`config.mk`:
```
export PLATFORM = sky130hd
export DESIGN_NAME = lcg48_random_with_stochastic_round_core
export DESIGN_NICKNAME = d
export VERILOG_FILES = /design/src/sv/lcgsr_pkg.sv /design/src/sv/lcgsr_front.sv /design/src/sv/lcgsr_opq.sv /design/src/sv/lcgsr_back.sv /design/src/sv/lcg48_random_with_stochastic_round_core.sv
export SDC_FILE = /design/constraint.sdc
export NUM_CORES = 2
export LEC_CHECK = 0
export ABC_AREA = 0
export CORE_MARGIN = 2
export CORE_UTILIZATION = 30
export DETAILED_ROUTE_END_ITERATION = 8
export DONT_BUFFER_PORTS = 1
export REMOVE_ABC_BUFFERS = 1
export SLEW_MARGIN = 20
export SYNTH_ARGS = -nofsm -noshare
export SYNTH_HDL_FRONTEND = slang
export SYNTH_SLANG_ARGS = --single-unit
```
`constraint.sdc`:
```
create_clock -name clk -period 9.4 [get_ports clk]
set_input_delay 0.94 -clock clk [delete_from_list [all_inputs] [get_ports clk]]
set_output_delay 0.94 -clock clk [all_outputs]
set_load 0.01 [all_outputs]
```
`src/sv/lcgsr_pkg.sv`:
```
// Shared types and constants for the 48-bit LCG random source with stochastic rounding.
package lcgsr_pkg;

  localparam int FRAC_BITS = 16;
  localparam int FRS_SHIFT = 48 - FRAC_BITS;

  localparam logic [47:0] LCG_MUL     = 48'h0005_DEEC_E66D;
  localparam logic [47:0] LCG_ADD     = 48'h0000_0000_000B;
  localparam logic [15:0] SEED_LOW    = 16'h330E;
  localparam logic [47:0] STATE_RESET = 48'h0000_0000_330E;

  localparam logic [47:0] NEG_LIMIT = 48'h0000_8000_0000;
  localparam logic [47:0] POS_LIMIT = 48'h0000_7FFF_FFFF;
  localparam logic [31:0] NEG_SAT   = 32'h8000_0000;
  localparam logic [31:0] POS_SAT   = 32'h7FFF_FFFF;

  typedef enum logic [1:0] {
    KIND_RESEED = 2'd0,
    KIND_DRAW   = 2'd1,
    KIND_ROUND  = 2'd2,
    KIND_NONE   = 2'd3
  } kind_t;

  typedef enum logic [1:0] {
    OP_RESEED  = 2'd0,
    OP_ADVANCE = 2'd1,
    OP_HOLD    = 2'd2
  } op_t;

  typedef struct packed {
    logic [1:0]          kind;
    logic signed [31:0]  seed;
    logic signed [47:0]  value;
  } in_word_t;

  typedef struct packed {
    logic [47:0]         random_fraction;
    logic signed [31:0]  rounded;
  } out_word_t;

  // decoded word between front and back
  typedef struct packed {
    op_t         op;
    logic [31:0] seed;
    logic        sat;
    logic [31:0] sat_val;
    logic [31:0] base;
    logic        neg;
    logic [47:0] frs;
  } op_word_t;

endpackage

```
`src/sv/lcgsr_front.sv`:
```
// Front end: decodes an input word and precomputes the rounding operands.
module lcgsr_front (
  input  lcgsr_pkg::in_word_t item,
  output lcgsr_pkg::op_word_t dec
);

  logic        neg;
  logic [47:0] mag;
  logic [47:0] ip;
  logic [47:0] lim;

  always_comb begin
    neg = item.value[47];
    mag = neg ? (~item.value + 48'd1) : item.value;
    ip  = mag >> lcgsr_pkg::FRAC_BITS;
    lim = neg ? lcgsr_pkg::NEG_LIMIT : lcgsr_pkg::POS_LIMIT;

    dec.seed    = item.seed;
    dec.sat     = 1'b1;
    dec.sat_val = '0;
    dec.base    = '0;
    dec.neg     = 1'b0;
    dec.frs     = '0;

    case (lcgsr_pkg::kind_t'(item.kind))
      lcgsr_pkg::KIND_RESEED: begin
        dec.op = lcgsr_pkg::OP_RESEED;
      end
      lcgsr_pkg::KIND_DRAW: begin
        dec.op = lcgsr_pkg::OP_ADVANCE;
      end
      lcgsr_pkg::KIND_ROUND: begin
        dec.op      = lcgsr_pkg::OP_ADVANCE;
        dec.sat     = (ip >= lim);
        dec.sat_val = neg ? lcgsr_pkg::NEG_SAT : lcgsr_pkg::POS_SAT;
        // -(ip + inc) = ~ip + (1 - inc)
        dec.base    = neg ? ~ip[31:0] : ip[31:0];
        dec.neg     = neg;
        dec.frs     = mag << lcgsr_pkg::FRS_SHIFT;
      end
      default: begin
        dec.op = lcgsr_pkg::OP_HOLD;
      end
    endcase
  end

endmodule

```
`src/sv/lcgsr_opq.sv`:
```
// Two-entry queue of decoded words between front and back.
module lcgsr_opq (
  input  logic                clk,
  input  logic                rst,
  input  logic                push,
  input  lcgsr_pkg::op_word_t wr_word,
  output logic                full,
  input  logic                pop,
  output lcgsr_pkg::op_word_t rd_word,
  output logic                empty
);

  lcgsr_pkg::op_word_t mem [2];
  logic [1:0] cnt;
  logic       wr_ptr;
  logic       rd_ptr;
  logic       do_push;
  logic       do_pop;

  assign full    = (cnt == 2'd2);
  assign empty   = (cnt == 2'd0);
  assign do_push = push && !full;
  assign do_pop  = pop && !empty;
  assign rd_word = mem[rd_ptr];

  always_ff @(posedge clk) begin
    if (do_push) begin
      mem[wr_ptr] <= wr_word;
    end
  end

  always_ff @(posedge clk) begin
    if (rst) begin
      cnt    <= 2'd0;
      wr_ptr <= 1'b0;
      rd_ptr <= 1'b0;
    end else begin
      if (do_push) begin
        wr_ptr <= ~wr_ptr;
      end
      if (do_pop) begin
        rd_ptr <= ~rd_ptr;
      end
      case ({do_push, do_pop})
        2'b10:   cnt <= cnt + 2'd1;
        2'b01:   cnt <= cnt - 2'd1;
        default: cnt <= cnt;
      endcase
    end
  end

endmodule

```
`src/sv/lcgsr_back.sv`:
```
// Back end: LCG state update, stochastic rounding stage and result queue.
module lcgsr_back (
  input  logic                 clk,
  input  logic                 rst,
  input  lcgsr_pkg::op_word_t  q_word,
  input  logic                 q_empty,
  output logic                 q_pop,
  output lcgsr_pkg::out_word_t result,
  output logic                 empty,
  input  logic                 pop
);

  logic [47:0] x;
  logic [47:0] x_next;

  logic        s1_valid;
  logic [47:0] s1_x;
  logic        s1_sat;
  logic [31:0] s1_sat_val;
  logic [31:0] s1_base;
  logic        s1_neg;
  logic [47:0] s1_frs;
  logic        s1_move;

  logic        inc;
  logic [31:0] rnd;
  lcgsr_pkg::out_word_t res_in;

  lcgsr_pkg::out_word_t mem [2];
  logic [1:0] cnt;
  logic       wr_ptr;
  logic       rd_ptr;
  logic       do_pop;

  assign empty   = (cnt == 2'd0);
  assign do_pop  = pop && !empty;
  assign s1_move = s1_valid && ((cnt != 2'd2) || do_pop);
  assign q_pop   = !q_empty && (!s1_valid || s1_move);
  assign result  = mem[rd_ptr];

  always_comb begin
    case (q_word.op)
      lcgsr_pkg::OP_RESEED:  x_next = {q_word.seed[15:0], q_word.seed[31:16],
                                       lcgsr_pkg::SEED_LOW};
      lcgsr_pkg::OP_ADVANCE: x_next = x * lcgsr_pkg::LCG_MUL + lcgsr_pkg::LCG_ADD;
      default:               x_next = x;
    endcase
  end

  always_ff @(posedge clk) begin
    if (rst) begin
      x        <= lcgsr_pkg::STATE_RESET;
      s1_valid <= 1'b0;
    end else begin
      if (q_pop) begin
        x        <= x_next;
        s1_valid <= 1'b1;
      end else if (s1_move) begin
        s1_valid <= 1'b0;
      end
    end
  end

  always_ff @(posedge clk) begin
    if (q_pop) begin
      s1_x       <= x_next;
      s1_sat     <= q_word.sat;
      s1_sat_val <= q_word.sat_val;
      s1_base    <= q_word.base;
      s1_neg     <= q_word.neg;
      s1_frs     <= q_word.frs;
    end
  end

  always_comb begin
    inc = (s1_frs > s1_x);
    rnd = s1_sat ? s1_sat_val : (s1_base + {31'd0, inc ^ s1_neg});
    res_in.random_fraction = s1_x;
    res_in.rounded         = rnd;
  end

  always_ff @(posedge clk) begin
    if (s1_move) begin
      mem[wr_ptr] <= res_in;
    end
  end

  always_ff @(posedge clk) begin
    if (rst) begin
      cnt    <= 2'd0;
      wr_ptr <= 1'b0;
      rd_ptr <= 1'b0;
    end else begin
      if (s1_move) begin
        wr_ptr <= ~wr_ptr;
      end
      if (do_pop) begin
        rd_ptr <= ~rd_ptr;
      end
      case ({s1_move, do_pop})
        2'b10:   cnt <= cnt + 2'd1;
        2'b01:   cnt <= cnt - 2'd1;
        default: cnt <= cnt;
      endcase
    end
  end

endmodule

```
`src/sv/lcg48_random_with_stochastic_round_core.sv`:
```
// Top level: 48-bit LCG random source with stochastic rounding.
//
//   channel  handshake     word
//   input    push / full   item   (kind, seed, value)
//   result   pop / empty   result (random_fraction, rounded)
//
// One word in and one word out per cycle, sustained while the result side pops every cycle.
// An accepted push passes the word queue, the s1 stage register and the result queue before empty goes low.
// The state recurrence (constant multiply-add mod 2^48) closes in one back-end stage.
// Synchronous reset loads the state with 0x330E and empties both queues.
// A stalled result side fills the result queue, then the word queue, then raises full.
module lcg48_random_with_stochastic_round_core (
  input  logic                 clk,
  input  logic                 rst,
  input  logic                 push,
  input  lcgsr_pkg::in_word_t  item,
  output logic                 full,
  output logic                 empty,
  input  logic                 pop,
  output lcgsr_pkg::out_word_t result
);

  lcgsr_pkg::op_word_t dec;
  lcgsr_pkg::op_word_t q_word;
  logic                q_empty;
  logic                q_pop;

  lcgsr_front u_front (
    .item (item),
    .dec  (dec)
  );

  lcgsr_opq u_opq (
    .clk     (clk),
    .rst     (rst),
    .push    (push),
    .wr_word (dec),
    .full    (full),
    .pop     (q_pop),
    .rd_word (q_word),
    .empty   (q_empty)
  );

  lcgsr_back u_back (
    .clk     (clk),
    .rst     (rst),
    .q_word  (q_word),
    .q_empty (q_empty),
    .q_pop   (q_pop),
    .result  (result),
    .empty   (empty),
    .pop     (pop)
  );

  a_pop_nonempty: assert property (@(posedge clk) disable iff (rst)
    q_pop |-> !q_empty)
    else $error("back end took a word from an empty queue");

  a_reset_empty: assert property (@(posedge clk)
    rst |=> (empty && !full))
    else $error("queues not empty after reset");

  a_push_lands: assert property (@(posedge clk) disable iff (rst)
    (push && !full) |=> !q_empty)
    else $error("accepted word missing from queue");

endmodule

```
==> run_results.csv <==
group,metric,value,unit
floorplanning,die-area,0.139,sq mm
critical_path,r2r-start,"u_back.x[15]",
grt,grt_pass1_vias,26400,
critical_path,cp.depth,24,
floorplanning,die_y,372,um
critical_path,crit_chain,"ha_1 > inv_1 > fa_1 > fa_1 > fa_1 > inv_1 > fa_1 > inv_1 > fa_1 > inv_1 > fa_1 > inv_1 > fa_1 > inv_1 > ha_1 > nand4_1 > nor2_1 > o311ai_1 > buf_4 > a21o_1 > a21oi_1 > nor3_1 > a311oi_1 > o21ai_1",
critical_path,critPathSlowestCell,"dfxtp_1",
critical_path,reg2reg_slack,1.06,ns
floorplanning,placement_rows,135,
critical_path,crit_fanout,11,
logic_synthesis,ys_async_sr_fraction,0,%
detailed_routing,remaining_drc_errors,0,
timing,skew,0.0573,ns
floorplanning,fp.dieW,372,um
clock_network,clk_pin_slew,0.07,ns
logic_synthesis,yosysUniqueCellTypes,83,
final_layout,design_area,0.0445,sq mm
critical_path,cp-start-kind,"register",
clock_network,clockRootBuffer,"clkbuf_16",
timing,post-route-period-util,88.8,%
critical_path,critPathBufInv,7,
grt,grtUsageTotal,17.3,%
placed_design,hpwlAfterDp,97300,um
timing,rsz0062_at_grt,"no",
clock_network,cts_buffers,50,
min_path,hp-start,"item[60]",
grt,grt_first_pass_wirelength,177000,um
timing,slew_viol_final,0,
outcome,outcome,"complete, no violations",
critical_path,crit_family,"adder cells",
placed_design,place_area,0.0428,sq mm
clock_network,cts_sinks,488,
logic_synthesis,ys_top_cells_by_area,"edfxtp_1 32%, fa_1 26%, ha_1 10%",
detailed_routing,drtIter0Drc,1780,
flow_run,cap_violations,0,
placed_design,gp_congestion,0.960,
detailed_routing,antenna_left,0,
timing,finalSetupTns,0,ns
timing,tightest_slew,1.01,ns
final_layout,drive_gt1_share,7.81,%
detailed_routing,routed-via-count,25200,
critical_path,arrival,8.72,ns
critical_path,r2r-end,"u_back.s1_x[46]",
logic_synthesis,synth_seq_cells,488,
placed_design,place_inst,5223,
min_path,hp-class,"input pin to register",
clock_network,post_cts_buffers,0,
clock_network,clk_latency,0.64,ns
logic_synthesis,ys_top_cells_by_count,"793 x inv_1, 525 x fa_1, 429 x edfxtp_1, 332 x ha_1, 178 x nor2_1",
final_layout,finalNetCount,4437,
clock_network,cts_tree,"yes",
critical_path,path_common_cell,"fa_1",
detailed_routing,drt-total-wl,118000,um
detailed_routing,wl_per_cell,22.2,um
critical_path,crit_path_end_kind,"register",
floorplanning,ios,168,
logic_synthesis,synth_edf_count,429,
critical_path,r2r_cells,24,
detailed_routing,drt_pre_antenna_iters,5,
logic_synthesis,avgSynthCellArea,11.6,sq um
clock_network,cts_htree_levels,2,
grt,antenna_found_initial,6,
logic_synthesis,synth.top_cell.area_share,31.7,%
floorplanning,initial_core_util,30.1,%
critical_path,max_stage_delay,0.76,ns
logic_synthesis,yosysTopAreaCell,"edfxtp_1",
timing,finalHoldViolations,0,
logic_synthesis,ys.flop_type,"edfxtp_1",
logic_synthesis,syn-instance-count,3506,
timing,max_freq,0.120,GHz
critical_path,path_class,"register to register",
logic_synthesis,yosysMostFrequentCell,"inv_1",
placed_design,io_buffers,0,
logic_synthesis,synth_warnings,0,
min_path,hold_depth,0,
final_layout,fin_cells,5320,
timing,setup_viol,0,
timing,period_minus_slack,8.34,ns
clock_network,ctsResizeCount,0,
logic_synthesis,synth_area,0.0407,sq mm
final_layout,area_growth,9.34,%
clock_network,hold_buffers,0,
timing,maxSlewHeadroom,32.8,%
detailed_routing,vias_per_cell,4.74,
logic_synthesis,ys_seq_area_share,34.6,%
clock_network,clk_path_buf_depth,3,
floorplanning,fp.coreArea,0.135,sq mm
grt,grt_remaining_overflow,0,
critical_path,required,9.78,ns
min_path,whs_endpoint,"u_opq.mem[0][126]",
grt,grt_max_degree,78,
layout by cell type (no fill, tap or decap), types with 16 or more instances in the layout:
| cell type | count |
|---|---|
| nand2_1 | 119 |
| a31oi_1 | 20 |
| o21ai_0 | 71 |
| o21ai_1 | 24 |
| o31ai_1 | 17 |
| or3_1 | 17 |
| nor2_1 | 173 |
| buf_4 | 27 |
| nand4_1 | 20 |
| ha_1 | 332 |
| nor3_1 | 23 |
| fa_1 | 525 |
| clkbuf_16 | 51 |
| mux2i_1 | 30 |
| a211oi_1 | 24 |
| edfxtp_1 | 429 |
| inv_1 | 792 |
| mux2_2 | 138 |
| nand3_1 | 46 |
| and3_1 | 16 |
| xor2_1 | 41 |
| and2_1 | 53 |
| a21o_1 | 37 |
| a21oi_1 | 103 |
| xnor2_1 | 134 |
| dfxtp_1 | 57 |
flip-flops by register name, summed over array words and instances (netlist names), 2 cells and up, named ones only:
signal,flops
u_back.s1_frs,16
u_back.s1_x,48
u_back.mem,160
u_back.s1_base,32
u_back.x,48
u_opq.mem,170
u_opq.cnt,2
u_back.cnt,2
cell families after synthesis:
family                   after synthesis  synth area share [%]
AND/OR/NAND/NOR                      545                  6.69
flip-flops                           488                  34.6
XOR/XNOR                             175                  3.77
AO/OA/AOI/OAI                        387                  6.14
buffers and inverters                884                  8.16
adder cells (fa/ha/maj)              857                  36.1
multiplexers                         170                  4.61
final cells by class:
type                            count  area, sq um
Clock buffer                       64         1340
Timing Repair Buffer               27          203
Multi-Input combinational cell   2134        23400
Inverter                          793         2980
Fill cell                       13400        90500
Clock inverter                     30          294
Antenna cell                        3         7.51
Tap cell                         1781         2230
Sequential cell                   488        14100
worst max path at each step:
stage	startpoint	end	slack, ns
finish	u_back.x[15]	u_back.s1_x[46]	1.06
CTS	u_back.x[15]	u_back.s1_x[28]	1.21
global placement	u_back.x[15]	u_back.s1_x[28]	1.22
detailed placement	u_back.x[15]	u_back.s1_x[46]	1.21
floorplan	u_back.x[16]	u_back.s1_x[41]	2.37
global route	u_back.x[16]	u_back.s1_x[46]	0.79
per-layer routing:
metal / GRT usage (%) / vias to the layer above / wire length [um]
met3: 4.60 / 175 / 9940
met2: 26.6 / 833 / 52700
met1: 23.9 / 12800 / 51700
met4: 4.91 / 6 / 3570
li1: - / 11400 / -
met5: 0 / - / 41
metrics by stage:
stage | utilization (%) | worst slack [ns] | hold slack [ns]
6_report | 33.0 | 1.06 | 0.400
5_1_grt | 32.9 | 0.793 | 0.367
4_1_cts | 32.9 | 1.21 | 0.351
3_5_place_dp | 31.7 | 1.21 | 0.454
3_3_place_gp | 31.7 | 1.22 | 0.452
2_1_floorplan | - | 2.37 | 0.436
Power is not shown: default switching activity piles up to over one toggle a cycle in this logic, so the estimate is an artifact.
